$ cat src/hw/rtl/ppi_pkg.sv
// Shared types, widths and register codes of the positional/incremental PID controller.
package ppi_pkg;

    localparam int SAMPLE_WIDTH_DEF   = 16;
    localparam int GAIN_FRAC_BITS_DEF = 8;

    localparam int GAIN_W     = 16;
    localparam int SETPOINT_W = 16;
    localparam int DRIVE_W    = 16;
    localparam int DLIM_W     = 15;
    localparam int ALIM_W     = 23;
    localparam int ACC_W      = ALIM_W + 1;
    localparam int DATA_W     = 32;
    localparam int REG_IDX_W  = 3;
    localparam int ADDR_W     = REG_IDX_W + 2;

    localparam logic [DLIM_W-1:0] DRIVE_LIMIT_RST = '1;
    localparam logic [ALIM_W-1:0] ACCUM_LIMIT_RST = '1;

    typedef enum logic [REG_IDX_W-1:0] {
        REG_GAIN_P      = 3'd0,
        REG_GAIN_I      = 3'd1,
        REG_GAIN_D      = 3'd2,
        REG_SETPOINT    = 3'd3,
        REG_LOOP_MODE   = 3'd4,
        REG_DRIVE_LIMIT = 3'd5,
        REG_ACCUM_LIMIT = 3'd6
    } t_reg_idx;

    typedef enum logic {
        MODE_POSITIONAL  = 1'b0,
        MODE_INCREMENTAL = 1'b1
    } t_loop_mode;

    typedef struct packed {
        logic signed [GAIN_W-1:0]     gain_p;
        logic signed [GAIN_W-1:0]     gain_i;
        logic signed [GAIN_W-1:0]     gain_d;
        logic signed [SETPOINT_W-1:0] setpoint;
        t_loop_mode                   loop_mode;
        logic [DLIM_W-1:0]            drive_limit;
        logic [ALIM_W-1:0]            accum_limit;
    } t_cfg;

endpackage

$ cat src/hw/rtl/ppi_cfg.sv
// APB register file holding the gains, setpoint, mode and saturation limits.
module ppi_cfg (
    input  logic                         i_clk,
    input  logic                         i_rst_n,
    input  logic                         psel,
    input  logic                         penable,
    input  logic                         pwrite,
    input  logic [ppi_pkg::ADDR_W-1:0]   paddr,
    input  logic [ppi_pkg::DATA_W-1:0]   pwdata,
    output logic [ppi_pkg::DATA_W-1:0]   prdata,
    output logic                         pready,
    output ppi_pkg::t_cfg                o_cfg
);
    import ppi_pkg::*;

    t_cfg     r_cfg;
    t_reg_idx w_idx;
    logic     w_wr;

    assign w_idx  = t_reg_idx'(paddr[ADDR_W-1:2]);
    assign w_wr   = psel & penable & pwrite;
    assign pready = 1'b1;
    assign o_cfg  = r_cfg;

    always_ff @(posedge i_clk) begin
        if (!i_rst_n) begin
            r_cfg.gain_p      <= '0;
            r_cfg.gain_i      <= '0;
            r_cfg.gain_d      <= '0;
            r_cfg.setpoint    <= '0;
            r_cfg.loop_mode   <= MODE_POSITIONAL;
            r_cfg.drive_limit <= DRIVE_LIMIT_RST;
            r_cfg.accum_limit <= ACCUM_LIMIT_RST;
        end else if (w_wr) begin
            unique case (w_idx)
                REG_GAIN_P:      r_cfg.gain_p      <= pwdata[GAIN_W-1:0];
                REG_GAIN_I:      r_cfg.gain_i      <= pwdata[GAIN_W-1:0];
                REG_GAIN_D:      r_cfg.gain_d      <= pwdata[GAIN_W-1:0];
                REG_SETPOINT:    r_cfg.setpoint    <= pwdata[SETPOINT_W-1:0];
                REG_LOOP_MODE:   r_cfg.loop_mode   <= t_loop_mode'(pwdata[0]);
                REG_DRIVE_LIMIT: r_cfg.drive_limit <= pwdata[DLIM_W-1:0];
                REG_ACCUM_LIMIT: r_cfg.accum_limit <= pwdata[ALIM_W-1:0];
                default: ;
            endcase
        end
    end

    always_comb begin
        prdata = '0;
        unique case (w_idx)
            REG_GAIN_P:      prdata = {{(DATA_W-GAIN_W){1'b0}}, r_cfg.gain_p};
            REG_GAIN_I:      prdata = {{(DATA_W-GAIN_W){1'b0}}, r_cfg.gain_i};
            REG_GAIN_D:      prdata = {{(DATA_W-GAIN_W){1'b0}}, r_cfg.gain_d};
            REG_SETPOINT:    prdata = {{(DATA_W-SETPOINT_W){1'b0}}, r_cfg.setpoint};
            REG_LOOP_MODE:   prdata = {{(DATA_W-1){1'b0}}, r_cfg.loop_mode};
            REG_DRIVE_LIMIT: prdata = {{(DATA_W-DLIM_W){1'b0}}, r_cfg.drive_limit};
            REG_ACCUM_LIMIT: prdata = {{(DATA_W-ALIM_W){1'b0}}, r_cfg.accum_limit};
            default:         prdata = '0;
        endcase
    end

endmodule

$ cat src/hw/rtl/ppi_core.sv
// PID datapath: error history, integral and held output, with the drive for one sample.
module ppi_core #(
    parameter int SAMPLE_WIDTH   = ppi_pkg::SAMPLE_WIDTH_DEF,
    parameter int GAIN_FRAC_BITS = ppi_pkg::GAIN_FRAC_BITS_DEF
) (
    input  logic                                i_clk,
    input  logic                                i_rst_n,
    input  ppi_pkg::t_cfg                       i_cfg,
    input  logic                                i_advance,
    input  logic signed [SAMPLE_WIDTH-1:0]      i_sample,
    output logic signed [ppi_pkg::DRIVE_W-1:0]  o_drive
);
    import ppi_pkg::*;

    localparam int IN_W  = (SAMPLE_WIDTH > SETPOINT_W) ? SAMPLE_WIDTH : SETPOINT_W;
    localparam int EW    = IN_W + 1;                            // error
    localparam int DW    = EW + 2;                              // error differences
    localparam int ASW   = ((ACC_W > EW) ? ACC_W : EW) + 1;     // integral before clamp
    localparam int MW    = (DW > ACC_W) ? DW : ACC_W;           // multiplier operand
    localparam int PW    = GAIN_W + MW;                         // product
    localparam int TW    = PW + 2;                              // sum of terms

    logic signed [EW-1:0]      r_last_err;
    logic signed [EW-1:0]      r_older_err;
    logic signed [ACC_W-1:0]   r_err_sum;
    logic signed [DRIVE_W-1:0] r_held;

    logic signed [EW-1:0]      w_err;
    logic signed [DW-1:0]      w_diff1;
    logic signed [DW-1:0]      w_diff2;
    logic signed [ASW-1:0]     w_acc_raw;
    logic signed [ASW-1:0]     w_alim;
    logic signed [ACC_W-1:0]   w_acc_next;
    logic signed [MW-1:0]      w_op_p;
    logic signed [MW-1:0]      w_op_i;
    logic signed [MW-1:0]      w_op_d;
    logic signed [PW-1:0]      w_prod_p;
    logic signed [PW-1:0]      w_prod_i;
    logic signed [PW-1:0]      w_prod_d;
    logic signed [TW-1:0]      w_held_add;
    logic signed [TW-1:0]      w_total;
    logic signed [TW-1:0]      w_dlim;
    logic                      w_incr;

    assign w_incr = (i_cfg.loop_mode == MODE_INCREMENTAL);

    assign w_err   = EW'(i_cfg.setpoint) - EW'(i_sample);
    assign w_diff1 = DW'(w_err) - DW'(r_last_err);
    assign w_diff2 = DW'(w_err) - (DW'(r_last_err) <<< 1) + DW'(r_older_err);

    // Integral update with symmetric clamp; only committed in positional form.
    assign w_acc_raw = ASW'(r_err_sum) + ASW'(w_err);
    assign w_alim    = ASW'({1'b0, i_cfg.accum_limit});

    always_comb begin
        if (w_acc_raw > w_alim) begin
            w_acc_next = ACC_W'(w_alim);
        end else if (w_acc_raw < -w_alim) begin
            w_acc_next = ACC_W'(-w_alim);
        end else begin
            w_acc_next = ACC_W'(w_acc_raw);
        end
    end

    // The three multipliers are shared between forms by selecting their operands.
    assign w_op_p = w_incr ? MW'(w_diff1) : MW'(w_err);
    assign w_op_i = w_incr ? MW'(w_err)   : MW'(w_acc_next);
    assign w_op_d = w_incr ? MW'(w_diff2) : MW'(w_diff1);

    assign w_prod_p = PW'(i_cfg.gain_p) * PW'(w_op_p);
    assign w_prod_i = PW'(i_cfg.gain_i) * PW'(w_op_i);
    assign w_prod_d = PW'(i_cfg.gain_d) * PW'(w_op_d);

    assign w_held_add = w_incr ? TW'(r_held) : '0;
    assign w_total = TW'(w_prod_p >>> GAIN_FRAC_BITS) + TW'(w_prod_i >>> GAIN_FRAC_BITS)
                   + TW'(w_prod_d >>> GAIN_FRAC_BITS) + w_held_add;
    assign w_dlim  = TW'({1'b0, i_cfg.drive_limit});

    always_comb begin
        if (w_total > w_dlim) begin
            o_drive = DRIVE_W'(w_dlim);
        end else if (w_total < -w_dlim) begin
            o_drive = DRIVE_W'(-w_dlim);
        end else begin
            o_drive = DRIVE_W'(w_total);
        end
    end

    always_ff @(posedge i_clk) begin
        if (!i_rst_n) begin
            r_last_err  <= '0;
            r_older_err <= '0;
            r_err_sum   <= '0;
            r_held      <= '0;
        end else if (i_advance) begin
            r_last_err <= w_err;
            if (w_incr) begin
                r_older_err <= r_last_err;
                r_held      <= o_drive;
            end else begin
                r_err_sum   <= w_acc_next;
            end
        end
    end

endmodule

$ cat src/hw/rtl/pid_position_incremental.sv
// Top level of the positional/incremental PID controller with APB configuration.
//
// Each sample word taken on the input channel yields exactly one drive word on
// the output channel. A sample is first captured in an input register; once the
// output register is empty or is being emptied, the error, the integral or
// incremental update, the three gain products and both saturations are computed in
// one pass and the drive is loaded into the output register while the history
// state is updated at the same edge. The drive word passes the input register and
// then the output register before it is valid. A new sample word is accepted every
// cycle as long as the output side keeps taking words; the output register lets
// the next sample enter while a finished drive word is still waiting. Throughput
// is one word per cycle while the output side keeps taking words, set by the
// single stage of three parallel 16-bit-gain multipliers. Configuration registers
// (byte address 4*index: gain_p, gain_i, gain_d, setpoint, loop_mode, drive_limit,
// accum_limit) should be written only while no sample is in flight. Switching
// loop_mode keeps the error history, integral and held output.
module pid_position_incremental #(
    parameter int SAMPLE_WIDTH   = ppi_pkg::SAMPLE_WIDTH_DEF,
    parameter int GAIN_FRAC_BITS = ppi_pkg::GAIN_FRAC_BITS_DEF
) (
    input  logic                                i_clk,
    input  logic                                i_rst_n,
    // APB configuration port
    input  logic                                psel,
    input  logic                                penable,
    input  logic                                pwrite,
    input  logic [ppi_pkg::ADDR_W-1:0]          paddr,
    input  logic [ppi_pkg::DATA_W-1:0]          pwdata,
    output logic [ppi_pkg::DATA_W-1:0]          prdata,
    output logic                                pready,
    // Sample input channel
    input  logic                                i_sample_valid,
    output logic                                o_sample_ready,
    input  logic signed [SAMPLE_WIDTH-1:0]      i_sample,
    // Drive output channel
    output logic                                o_drive_valid,
    input  logic                                i_drive_ready,
    output logic signed [ppi_pkg::DRIVE_W-1:0]  o_drive
);
    import ppi_pkg::*;

    t_cfg                          w_cfg;
    logic                          r_in_valid;
    logic signed [SAMPLE_WIDTH-1:0] r_sample;
    logic                          r_out_valid;
    logic signed [DRIVE_W-1:0]     r_drive;
    logic signed [DRIVE_W-1:0]     w_drive;
    logic                          w_advance;

    ppi_cfg u_cfg (
        .i_clk   (i_clk),
        .i_rst_n (i_rst_n),
        .psel    (psel),
        .penable (penable),
        .pwrite  (pwrite),
        .paddr   (paddr),
        .pwdata  (pwdata),
        .prdata  (prdata),
        .pready  (pready),
        .o_cfg   (w_cfg)
    );

    ppi_core #(
        .SAMPLE_WIDTH   (SAMPLE_WIDTH),
        .GAIN_FRAC_BITS (GAIN_FRAC_BITS)
    ) u_core (
        .i_clk     (i_clk),
        .i_rst_n   (i_rst_n),
        .i_cfg     (w_cfg),
        .i_advance (w_advance),
        .i_sample  (r_sample),
        .o_drive   (w_drive)
    );

    // The captured sample moves on whenever the output register is empty or is
    // being emptied in this cycle; the controller state advances with it.
    assign w_advance      = r_in_valid & (~r_out_valid | i_drive_ready);
    assign o_sample_ready = ~r_in_valid | w_advance;

    assign o_drive_valid = r_out_valid;
    assign o_drive       = r_drive;

    always_ff @(posedge i_clk) begin
        if (!i_rst_n) begin
            r_in_valid  <= 1'b0;
            r_out_valid <= 1'b0;
        end else begin
            if (o_sample_ready) begin
                r_in_valid <= i_sample_valid;
            end
            if (w_advance) begin
                r_out_valid <= 1'b1;
            end else if (i_drive_ready) begin
                r_out_valid <= 1'b0;
            end
        end
    end

    always_ff @(posedge i_clk) begin
        if (i_sample_valid & o_sample_ready) begin
            r_sample <= i_sample;
        end
        if (w_advance) begin
            r_drive <= w_drive;
        end
    end

endmodule

$ cat config.mk
export PLATFORM = sky130hd
export DESIGN_NAME = pid_position_incremental
export DESIGN_NICKNAME = d
export VERILOG_FILES = /design/src/hw/rtl/ppi_pkg.sv /design/src/hw/rtl/ppi_cfg.sv /design/src/hw/rtl/ppi_core.sv /design/src/hw/rtl/pid_position_incremental.sv
export SDC_FILE = /design/constraint.sdc
export NUM_CORES = 2
export LEC_CHECK = 0
export BUFFER_PORTS_ARGS = -buffer_cell sky130_fd_sc_hd__buf_2
export CAP_MARGIN = 25
export CORE_ASPECT_RATIO = 0.7
export CORE_UTILIZATION = 45
export CTS_BUF_LIST = sky130_fd_sc_hd__clkbuf_4 sky130_fd_sc_hd__clkbuf_8
export CTS_CLUSTER_DIAMETER = 40
export DETAILED_ROUTE_END_ITERATION = 8
export PLACE_DENSITY_LB_ADDON = 0.12
export SETUP_SLACK_MARGIN = 0.02
export SLEW_MARGIN = 20
export SYNTH_ARGS = -nofsm -noshare
export SYNTH_HDL_FRONTEND = slang
export SYNTH_SLANG_ARGS = --single-unit
$ cat constraint.sdc
create_clock -name i_clk -period 22 [get_ports i_clk]
set_clock_uncertainty 0.1 [all_clocks]
set_input_delay 4.4 -clock i_clk [delete_from_list [all_inputs] [get_ports i_clk]]
set_output_delay 4.4 -clock i_clk [all_outputs]
set_load 0.1 [all_outputs]
# ---- Word-level counts from Yosys, hierarchy flattened
# Index checks and enable logic that the tools add are counted.
dict set report classes {
  add_sub_neg 10
  mul 3
  magnitude_cmp 4
  eq_ne 6
  muxes 11
  n_bitwise 9
  reduce_logical 11
}
# operator count
set op_table {}
lappend op_table {{case mux 23 bit (7 select lines)} 1}
lappend op_table {{multiplier 16 x 24 -> 40 bit} 3}
lappend op_table {{2-to-1 mux 24 bit} 5}
lappend op_table {{adder 42 bit} 1}
lappend op_table {{> comparator 42 x 16 -> 1 bit} 1}
lappend op_table {{< comparator 42 bit} 1}
lappend op_table {{2-to-1 mux 42 bit} 1}
lappend op_table {{negation 15 -> 42 bit} 1}
lappend op_table {{adder 33 x 32 -> 34 bit} 1}
lappend op_table {{adder 32 x 32 -> 33 bit} 1}
lappend op_table {{2-to-1 mux 16 bit} 2}
lappend op_table {{adder 24 x 17 -> 25 bit} 1}
lappend op_table {{> comparator 25 x 24 -> 1 bit} 1}
lappend op_table {{< comparator 25 bit} 1}
lappend op_table {{negation 23 -> 25 bit} 1}
lappend op_table {{adder 19 x 17 -> 19 bit} 1}
lappend op_table {{subtractor 17 x 18 -> 19 bit} 1}
lappend op_table {{AND reduction 2 bit} 9}
lappend op_table {{subtractor 17 x 17 -> 18 bit} 1}
lappend op_table {{subtractor 16 x 16 -> 17 bit} 1}
lappend op_table {{== test 3 bit, second input constant} 3}
lappend op_table {{== test 3 x 2 -> 1 bit, second input constant} 2}
lappend op_table {{bitwise AND 1 bit} 4}
lappend op_table {{== test 3 x 1 -> 1 bit, second input constant} 1}
lappend op_table {{other kinds (5)} 9}
dict set report totals {
  register_bits 211
  in_bits 60
  out_inout_bits 51
  word_cells 69
}

# ---- Logic depth before layout (Yosys ltp)
dict set report depth {
  ltp_word 13
  mapped_depth 105
  ltp_nobuf 103
}

# ---- Modules after synthesis
# From an unflattened synthesis, not the netlist that was laid out.
dict set report unflattened {
  hier_cells 6321
  area_unflattened_um2 55688.4
}
# mod n_inst cells_per_inst area_each_um2 seq_area_each_um2
set modules_own_cells {}
lappend modules_own_cells {ppi_core 1 5761 49786.5 1481.4}
lappend modules_own_cells {ppi_cfg 1 519 4837.1 2062.0}
lappend modules_own_cells {pid_position_incremental 1 41 1064.8 1001.0}

# ---- Least setup slack after synthesis
# No wires, ideal clock.
dict set report synth_path {
  path_kind {reg2reg}
  startpoint {register r_sample[1]}
  endpoint {register r_drive[5] (netlist: o_drive[5]), data pin}
  setup_time_ps 264
  arrival_ps 18895
  required_ps 21636
  setup_slack_ps 2741
  stages_incl_launch_ff 98
  n_path_buf 3
  synth_period_minus_slack_ps 19259
  path_cell_list {edfxtp_1 -> inv_1 -> ha_1 -> nor2b_1 -> o21ai_0 -> a21boi_0 -> o21ai_0 -> a21boi_0 -> o21ai_0 -> a21boi_0 -> o21ai_0 -> a21boi_0 -> o21ai_0 -> a21oi_1 -> o21ai_0 -> a21boi_0 -> o311ai_0 -> ha_1 -> [62 not listed] -> a21oi_1 -> nor2_1 -> o21a_1 -> o21ai_0 -> a21bo_2 -> ha_1 -> a21oi_1 -> nor2b_1 -> o21ai_0 -> nand2b_1 -> a21oi_1 -> nor2b_1 -> o21ai_0 -> a41oi_1 -> clkbuf_1 -> mux2_2 -> nor2_1 -> nor3_1}
}
dict set report synth_between {
  elab_chain_cells 13
  elab_cells_between_ends 22
  cone_classes {8 x add/sub; 3 x mul; 4 x order compare; 7 x mux}
}
# element line_no
set synth_rtl {}
lappend synth_rtl {{start, declared} pid_position_incremental.sv:44} ;# logic signed [SAMPLE_WIDTH-1:0] r_sample;
lappend synth_rtl {{start signal, assigned} pid_position_incremental.sv:101} ;# r_sample <= i_sample;
lappend synth_rtl {{subtractor 16 x 16 -> 17 bit *} ppi_core.sv:47} ;# assign w_err = EW'(i_cfg.setpoint) - EW'(i_sample);
lappend synth_rtl {{net u_core.w_err[15]} ppi_core.sv:28} ;# logic signed [EW-1:0] w_err;
lappend synth_rtl {{adder 24 x 17 -> 25 bit} ppi_core.sv:52} ;# assign w_acc_raw = ASW'(r_err_sum) + ASW'(w_err);
lappend synth_rtl {{< comparator 25 bit} ppi_core.sv:58} ;# end else if (w_acc_raw < -w_alim) begin
lappend synth_rtl {{2-to-1 mux 24 bit} ppi_core.sv:58}
lappend synth_rtl {{2-to-1 mux 24 bit} ppi_core.sv:56} ;# if (w_acc_raw > w_alim) begin
lappend synth_rtl {{2-to-1 mux 24 bit} ppi_core.sv:67} ;# assign w_op_i = w_incr ? MW'(w_err) : MW'(w_acc_next);
lappend synth_rtl {{multiplier 16 x 24 -> 40 bit} ppi_core.sv:71} ;# assign w_prod_i = PW'(i_cfg.gain_i) * PW'(w_op_i);
lappend synth_rtl {{adder 32 x 32 -> 33 bit} ppi_core.sv:75} ;# assign w_total = TW'(w_prod_p >>> GAIN_FRAC_BITS) + TW'(w_prod_i >>> GAIN_FRAC_BITS)
lappend synth_rtl {{adder 33 x 32 -> 34 bit *} ppi_core.sv:76} ;# + TW'(w_prod_d >>> GAIN_FRAC_BITS) + w_held_add;
lappend synth_rtl {{adder 42 bit *} ppi_core.sv:76}
lappend synth_rtl {{< comparator 42 bit} ppi_core.sv:82} ;# end else if (w_total < -w_dlim) begin
lappend synth_rtl {{2-to-1 mux 16 bit} ppi_core.sv:82}
lappend synth_rtl {{2-to-1 mux 16 bit *} ppi_core.sv:80} ;# if (w_total > w_dlim) begin
lappend synth_rtl {{net u_core.o_drive (one bit)} ppi_core.sv:11} ;# output logic signed [ppi_pkg::DRIVE_W-1:0] o_drive
lappend synth_rtl {{end signal, assigned} pid_position_incremental.sv:104} ;# r_drive <= w_drive;
lappend synth_rtl {{end, declared} pid_position_incremental.sv:46} ;# logic signed [DRIVE_W-1:0] r_drive;
# The timed path passes the listed nets; every way through them passes the cells marked *.
# A chain may end at the register's enable or synchronous reset.

# ---- Worst setup path after layout
dict set report layout_path {
  startpoint {register u_cfg.r_cfg, in the netlist u_cfg.o_cfg[39]}
  endpoint {register r_drive[2] (netlist: o_drive[2]), data pin}
}
dict set report layout_between {
  elab_chain_cells 13
  elab_cells_between_ends 22
  cone_classes {8 x add/sub; 3 x mul; 4 x order compare; 7 x mux}
}
# element line_no
set layout_rtl {}
lappend layout_rtl {{start, declared} ppi_cfg.sv:16} ;# t_cfg r_cfg;
lappend layout_rtl {{subtractor 16 x 16 -> 17 bit *} ppi_core.sv:47}
lappend layout_rtl {{net u_core.w_err[14]} ppi_core.sv:28}
lappend layout_rtl {{adder 24 x 17 -> 25 bit} ppi_core.sv:52}
lappend layout_rtl {{< comparator 25 bit} ppi_core.sv:58}
lappend layout_rtl {{2-to-1 mux 24 bit} ppi_core.sv:58}
lappend layout_rtl {{2-to-1 mux 24 bit} ppi_core.sv:56}
lappend layout_rtl {{2-to-1 mux 24 bit} ppi_core.sv:67}
lappend layout_rtl {{multiplier 16 x 24 -> 40 bit} ppi_core.sv:71}
lappend layout_rtl {{adder 32 x 32 -> 33 bit} ppi_core.sv:75}
lappend layout_rtl {{adder 33 x 32 -> 34 bit *} ppi_core.sv:76}
lappend layout_rtl {{adder 42 bit *} ppi_core.sv:76}
lappend layout_rtl {{< comparator 42 bit} ppi_core.sv:82}
lappend layout_rtl {{2-to-1 mux 16 bit} ppi_core.sv:82}
lappend layout_rtl {{2-to-1 mux 16 bit *} ppi_core.sv:80}
lappend layout_rtl {{net u_core.o_drive (one bit)} ppi_core.sv:11}
# Marked as above.

==> results.py <==
metrics = {
    "sta": {
        "tightest_slew_ns": 1.12,
        "min_period_ns": 20.73,
        "maxSlewHeadroom_pct": 25.2,
        "hold_ws_ns": 0.353,
        "maxClockFrequency_ghz": 0.0482,
        "post-route-period-util_pct": 94.2,
        "report.final.setup_viol": 0,
        "drv_slew": 0,
        "finalHoldViolCount": 0,
        "rsz0062_at_grt": "false",
        "finalSetupTns_ns": 0,
    },
    "die": {
        "placementRows": 107,
        "die_height_um": 296,
        "die_x_um": 421,
        "start_util_pct": 45.5,
        "top_level_ports": 111,
        "die-area_um2": 125000,
        "core_um2": 122000,
    },
    "worst_setup_path": {
        "r2r_start": "u_cfg.o_cfg[39]",
        "worstReg2RegEnd": "o_drive[2]",
        "cpPeakStageDelay_ns": 0.51,
        "path_depth": 97,
        "startpoint_type": "flop",
        "startpoint": "u_cfg.o_cfg[39]",
        "crit_top_cell": "a21oi_1",
        "slowest_stage": "fa_1",
        "crit_type": "flop to flop",
        "required_ns": 22.28,
        "rrSetupSlack_ns": 1.27,
        "cp_max_fo": 29,
        "cp-end-kind": "flop",
        "r2r_cells": 97,
        "worst-path-buf-inv": 10,
        "critical_path.top_delay_family": "compound AO/OA/AOI/OAI gates",
        "endpoint": "o_drive[2]",
        "worst_ep_arrival_time_ns": 21.01,
    },
    "routing": {
        "viasPerCell": 5.35,
        "dr.pass1.iters": 5,
        "drc": 0,
        "wl_um": 169000,
        "num_vias": 43731,
        "first_iter_violations": 3184,
        "drt-wirelength-per-cell_um": 20.7,
        "postRouteAntennaNets": 0,
    },
    "global_routing": {
        "grt_pass1_vias": 44491,
        "grtUsageTotal_pct": 27.8,
        "antenna_found_initial": 3,
        "grt_pass1_wl_um": 265000,
        "overflow": 0,
        "grt_max_degree": 88,
    },
    "layout": {
        "stdcell_count": 8171,
        "final_common_cell": "inv_1",
        "n_fill_cell": 11839,
        "most-common-layout-cells": "inv_1 (1,176), fa_1 (1,049), nand2_1 (936)",
        "num-nets-final": 8131,
        "drive_above_1_share_pct": 7.70,
        "synthToLayoutAreaGrowth_pct": 7.44,
    },
    "flow_run": {
        "drv_cap": 0,
    },
    "synthesis": {
        "synth_seq_cells": 211,
        "synth.cell_area_um2": 55400,
        "synth_edf_count": 32,
        "synth_warnings": 0,
        "ys.flop_type": "dfxtp_1",
        "async_reset_ff_share_pct": 0,
        "synth_seq_area_share_pct": 8.20,
        "yosysUniqueCellTypes": 98,
        "avgSynthCellArea_um2": 8.57,
        "synthCells": 6465,
    },
    "placement": {
        "dp_hpwl_um": 140000,
        "portBuffers": 89,
        "dp_cells": 8086,
        "gp_congestion": 0.914,
    },
    "hold_path": {
        "min_path_type": "flop to flop",
        "hold_start": "u_core.r_last_err[16]",
    },
    "clocking": {
        "cts_inserted_buffers": 42,
        "postCtsHoldBufs": 0,
        "cts_root_buffer": "clkbuf_8",
        "cts.path.max_buffers": 3,
        "h-tree-depth": 2,
        "cts.sinks": 211,
        "cts_tree": "yes",
        "clk_pin_slew_worst_paths_ns": 0.06,
        "clkLatencyLatePin_ns": 0.64,
    },
    "power": {
        "powerDensity_nw_per_um2": 35.1,
        "vdd_drop_max_uv": 46.8,
        "p_leak_nw": 27.8,
    },
    "status": {
        "status": "finished clean",
    },
}
==> Yosys cell counts (14+ instances only) <==
master / n / area (µm²)
inv_1: 1178 / 4420
fa_1: 1049 / 21000
nand2_1: 937 / 3520
ha_1: 521 / 6520
and2_1: 375 / 2350
a21oi_1: 323 / 1620
nor2_1: 290 / 1090
clkbuf_1: 259 / 972
dfxtp_1: 179 / 3580
xnor2_1: 166 / 1450
o21ai_0: 152 / 761
nor3_1: 123 / 616
nor2b_1: 66 / 413
a21o_1: 60 / 450
nand3_1: 55 / 275
nand2b_1: 53 / 332
o211ai_1: 50 / 375
xor2_1: 48 / 420
o21a_1: 42 / 315
or2_2: 41 / 257
a211oi_1: 35 / 263
nand4_1: 33 / 206
edfxtp_1: 32 / 961
and3_1: 31 / 194
mux2_2: 27 / 304
o21bai_1: 25 / 188
or3_1: 20 / 125
a21boi_0: 19 / 143
mux2i_1: 19 / 190
a31oi_1: 18 / 113
o22ai_1: 16 / 100
o41ai_1: 15 / 131
a22oi_1: 14 / 105
==> state kept, by name, indices dropped and copies added (netlist names) <==
name and flops:
u_core.r_err_sum 24, o_drive_valid 1, u_cfg.o_cfg 103, r_in_valid 1, r_sample 16, o_drive 16
u_core.r_older_err 17, u_core.r_last_err 17, u_core.r_held 16
==> layer usage <==
| layer | vias up | track usage [%] | part of all wire (%) |
|---|---|---|---|
| met1 | 21894 | 42.5 | 49 |
| met5 | - | 0 | 0 |
| li1 | 20320 | - | - |
| met4 | 0 | 3.92 | 1.3 |
| met3 | 111 | 5.87 | 9.1 |
| met2 | 1406 | 40.7 | 41 |
==> final cells by class <==
type                            count  area, µm²  share of cell area [%]
Antenna cell                        1       2.50                 0.00420
Sequential cell                   211       4550                    7.64
Tap cell                         1635       2050                    3.44
Clock inverter                     16        234                   0.393
Clock buffer                       62        766                    1.29
Multi-Input combinational cell   4793      45600                    76.6
Inverter                         1182       4440                    7.46
Timing Repair Buffer              271       1890                    3.18
==> cell families (layout without fill, tap and decap cells) <==
group | count (synthesis) | in the layout | synth area share (%)
compound gates | 877 | 877 | 10.1
xor+xnor | 215 | 215 | 3.41
fa+ha+maj | 1570 | 1570 | 49.7
buf+inv | 1469 | 1531 | 10.0
flops | 211 | 211 | 8.20
mux | 50 | 50 | 1.05
other cells | 2 | 11 | 0.0136
simple gates | 2071 | 2071 | 17.6
==> power by group <==
part / internal [W] / total, W / switching (W)
logic: 0.000374 / 0.00118 / 0.000803
registers: 0.000410 / 0.000420 / 0.0000101
clock network: 0.000285 / 0.000491 / 0.000205
total: 0.00107 / 0.00209 / 0.00102
==> metrics by stage <==
step	instance area (µm²)	setup WS [ns]	util, %	total power (W)
6_report	59500	1.27	48.9	0.00209
5_1_grt	59500	0.00268	48.9	0.00221
4_1_cts	59300	0.724	48.7	0.00206
3_5_place_dp	58300	0.878	47.8	0.00157
3_3_place_gp	58200	1.01	47.8	0.00156
2_1_floorplan	55400	2.74	-	0.00113
==> how the worst min path moves through the flow <==
stage | depth (start not counted) | to
after floorplan | 2 | u_core.r_older_err[2]
after global placement | 2 | u_core.r_older_err[16]
after detailed placement | 2 | u_core.r_older_err[16]
after CTS | 2 | u_core.r_older_err[16]
after global routing | 2 | u_cfg.o_cfg[67]
final | 2 | u_core.r_older_err[16]
==> worst register-to-register path: cells and delay by family, from the launching register on <==
kind	cells	cell delay (ns)
xor+xnor	4	0.91
flops	1	0.34
buf+inv	10	1.37
fa+ha+maj	16	5.75
compound gates	51	9.98
simple gates	16	2.01
==> repair_timing <==
action / in CTS / in global routing
gates resized for setup: 0 / 43
setup buffers: 0 / 4
setup endpoints to repair: 0 / 32
Power figures use the tool's default switching activity.
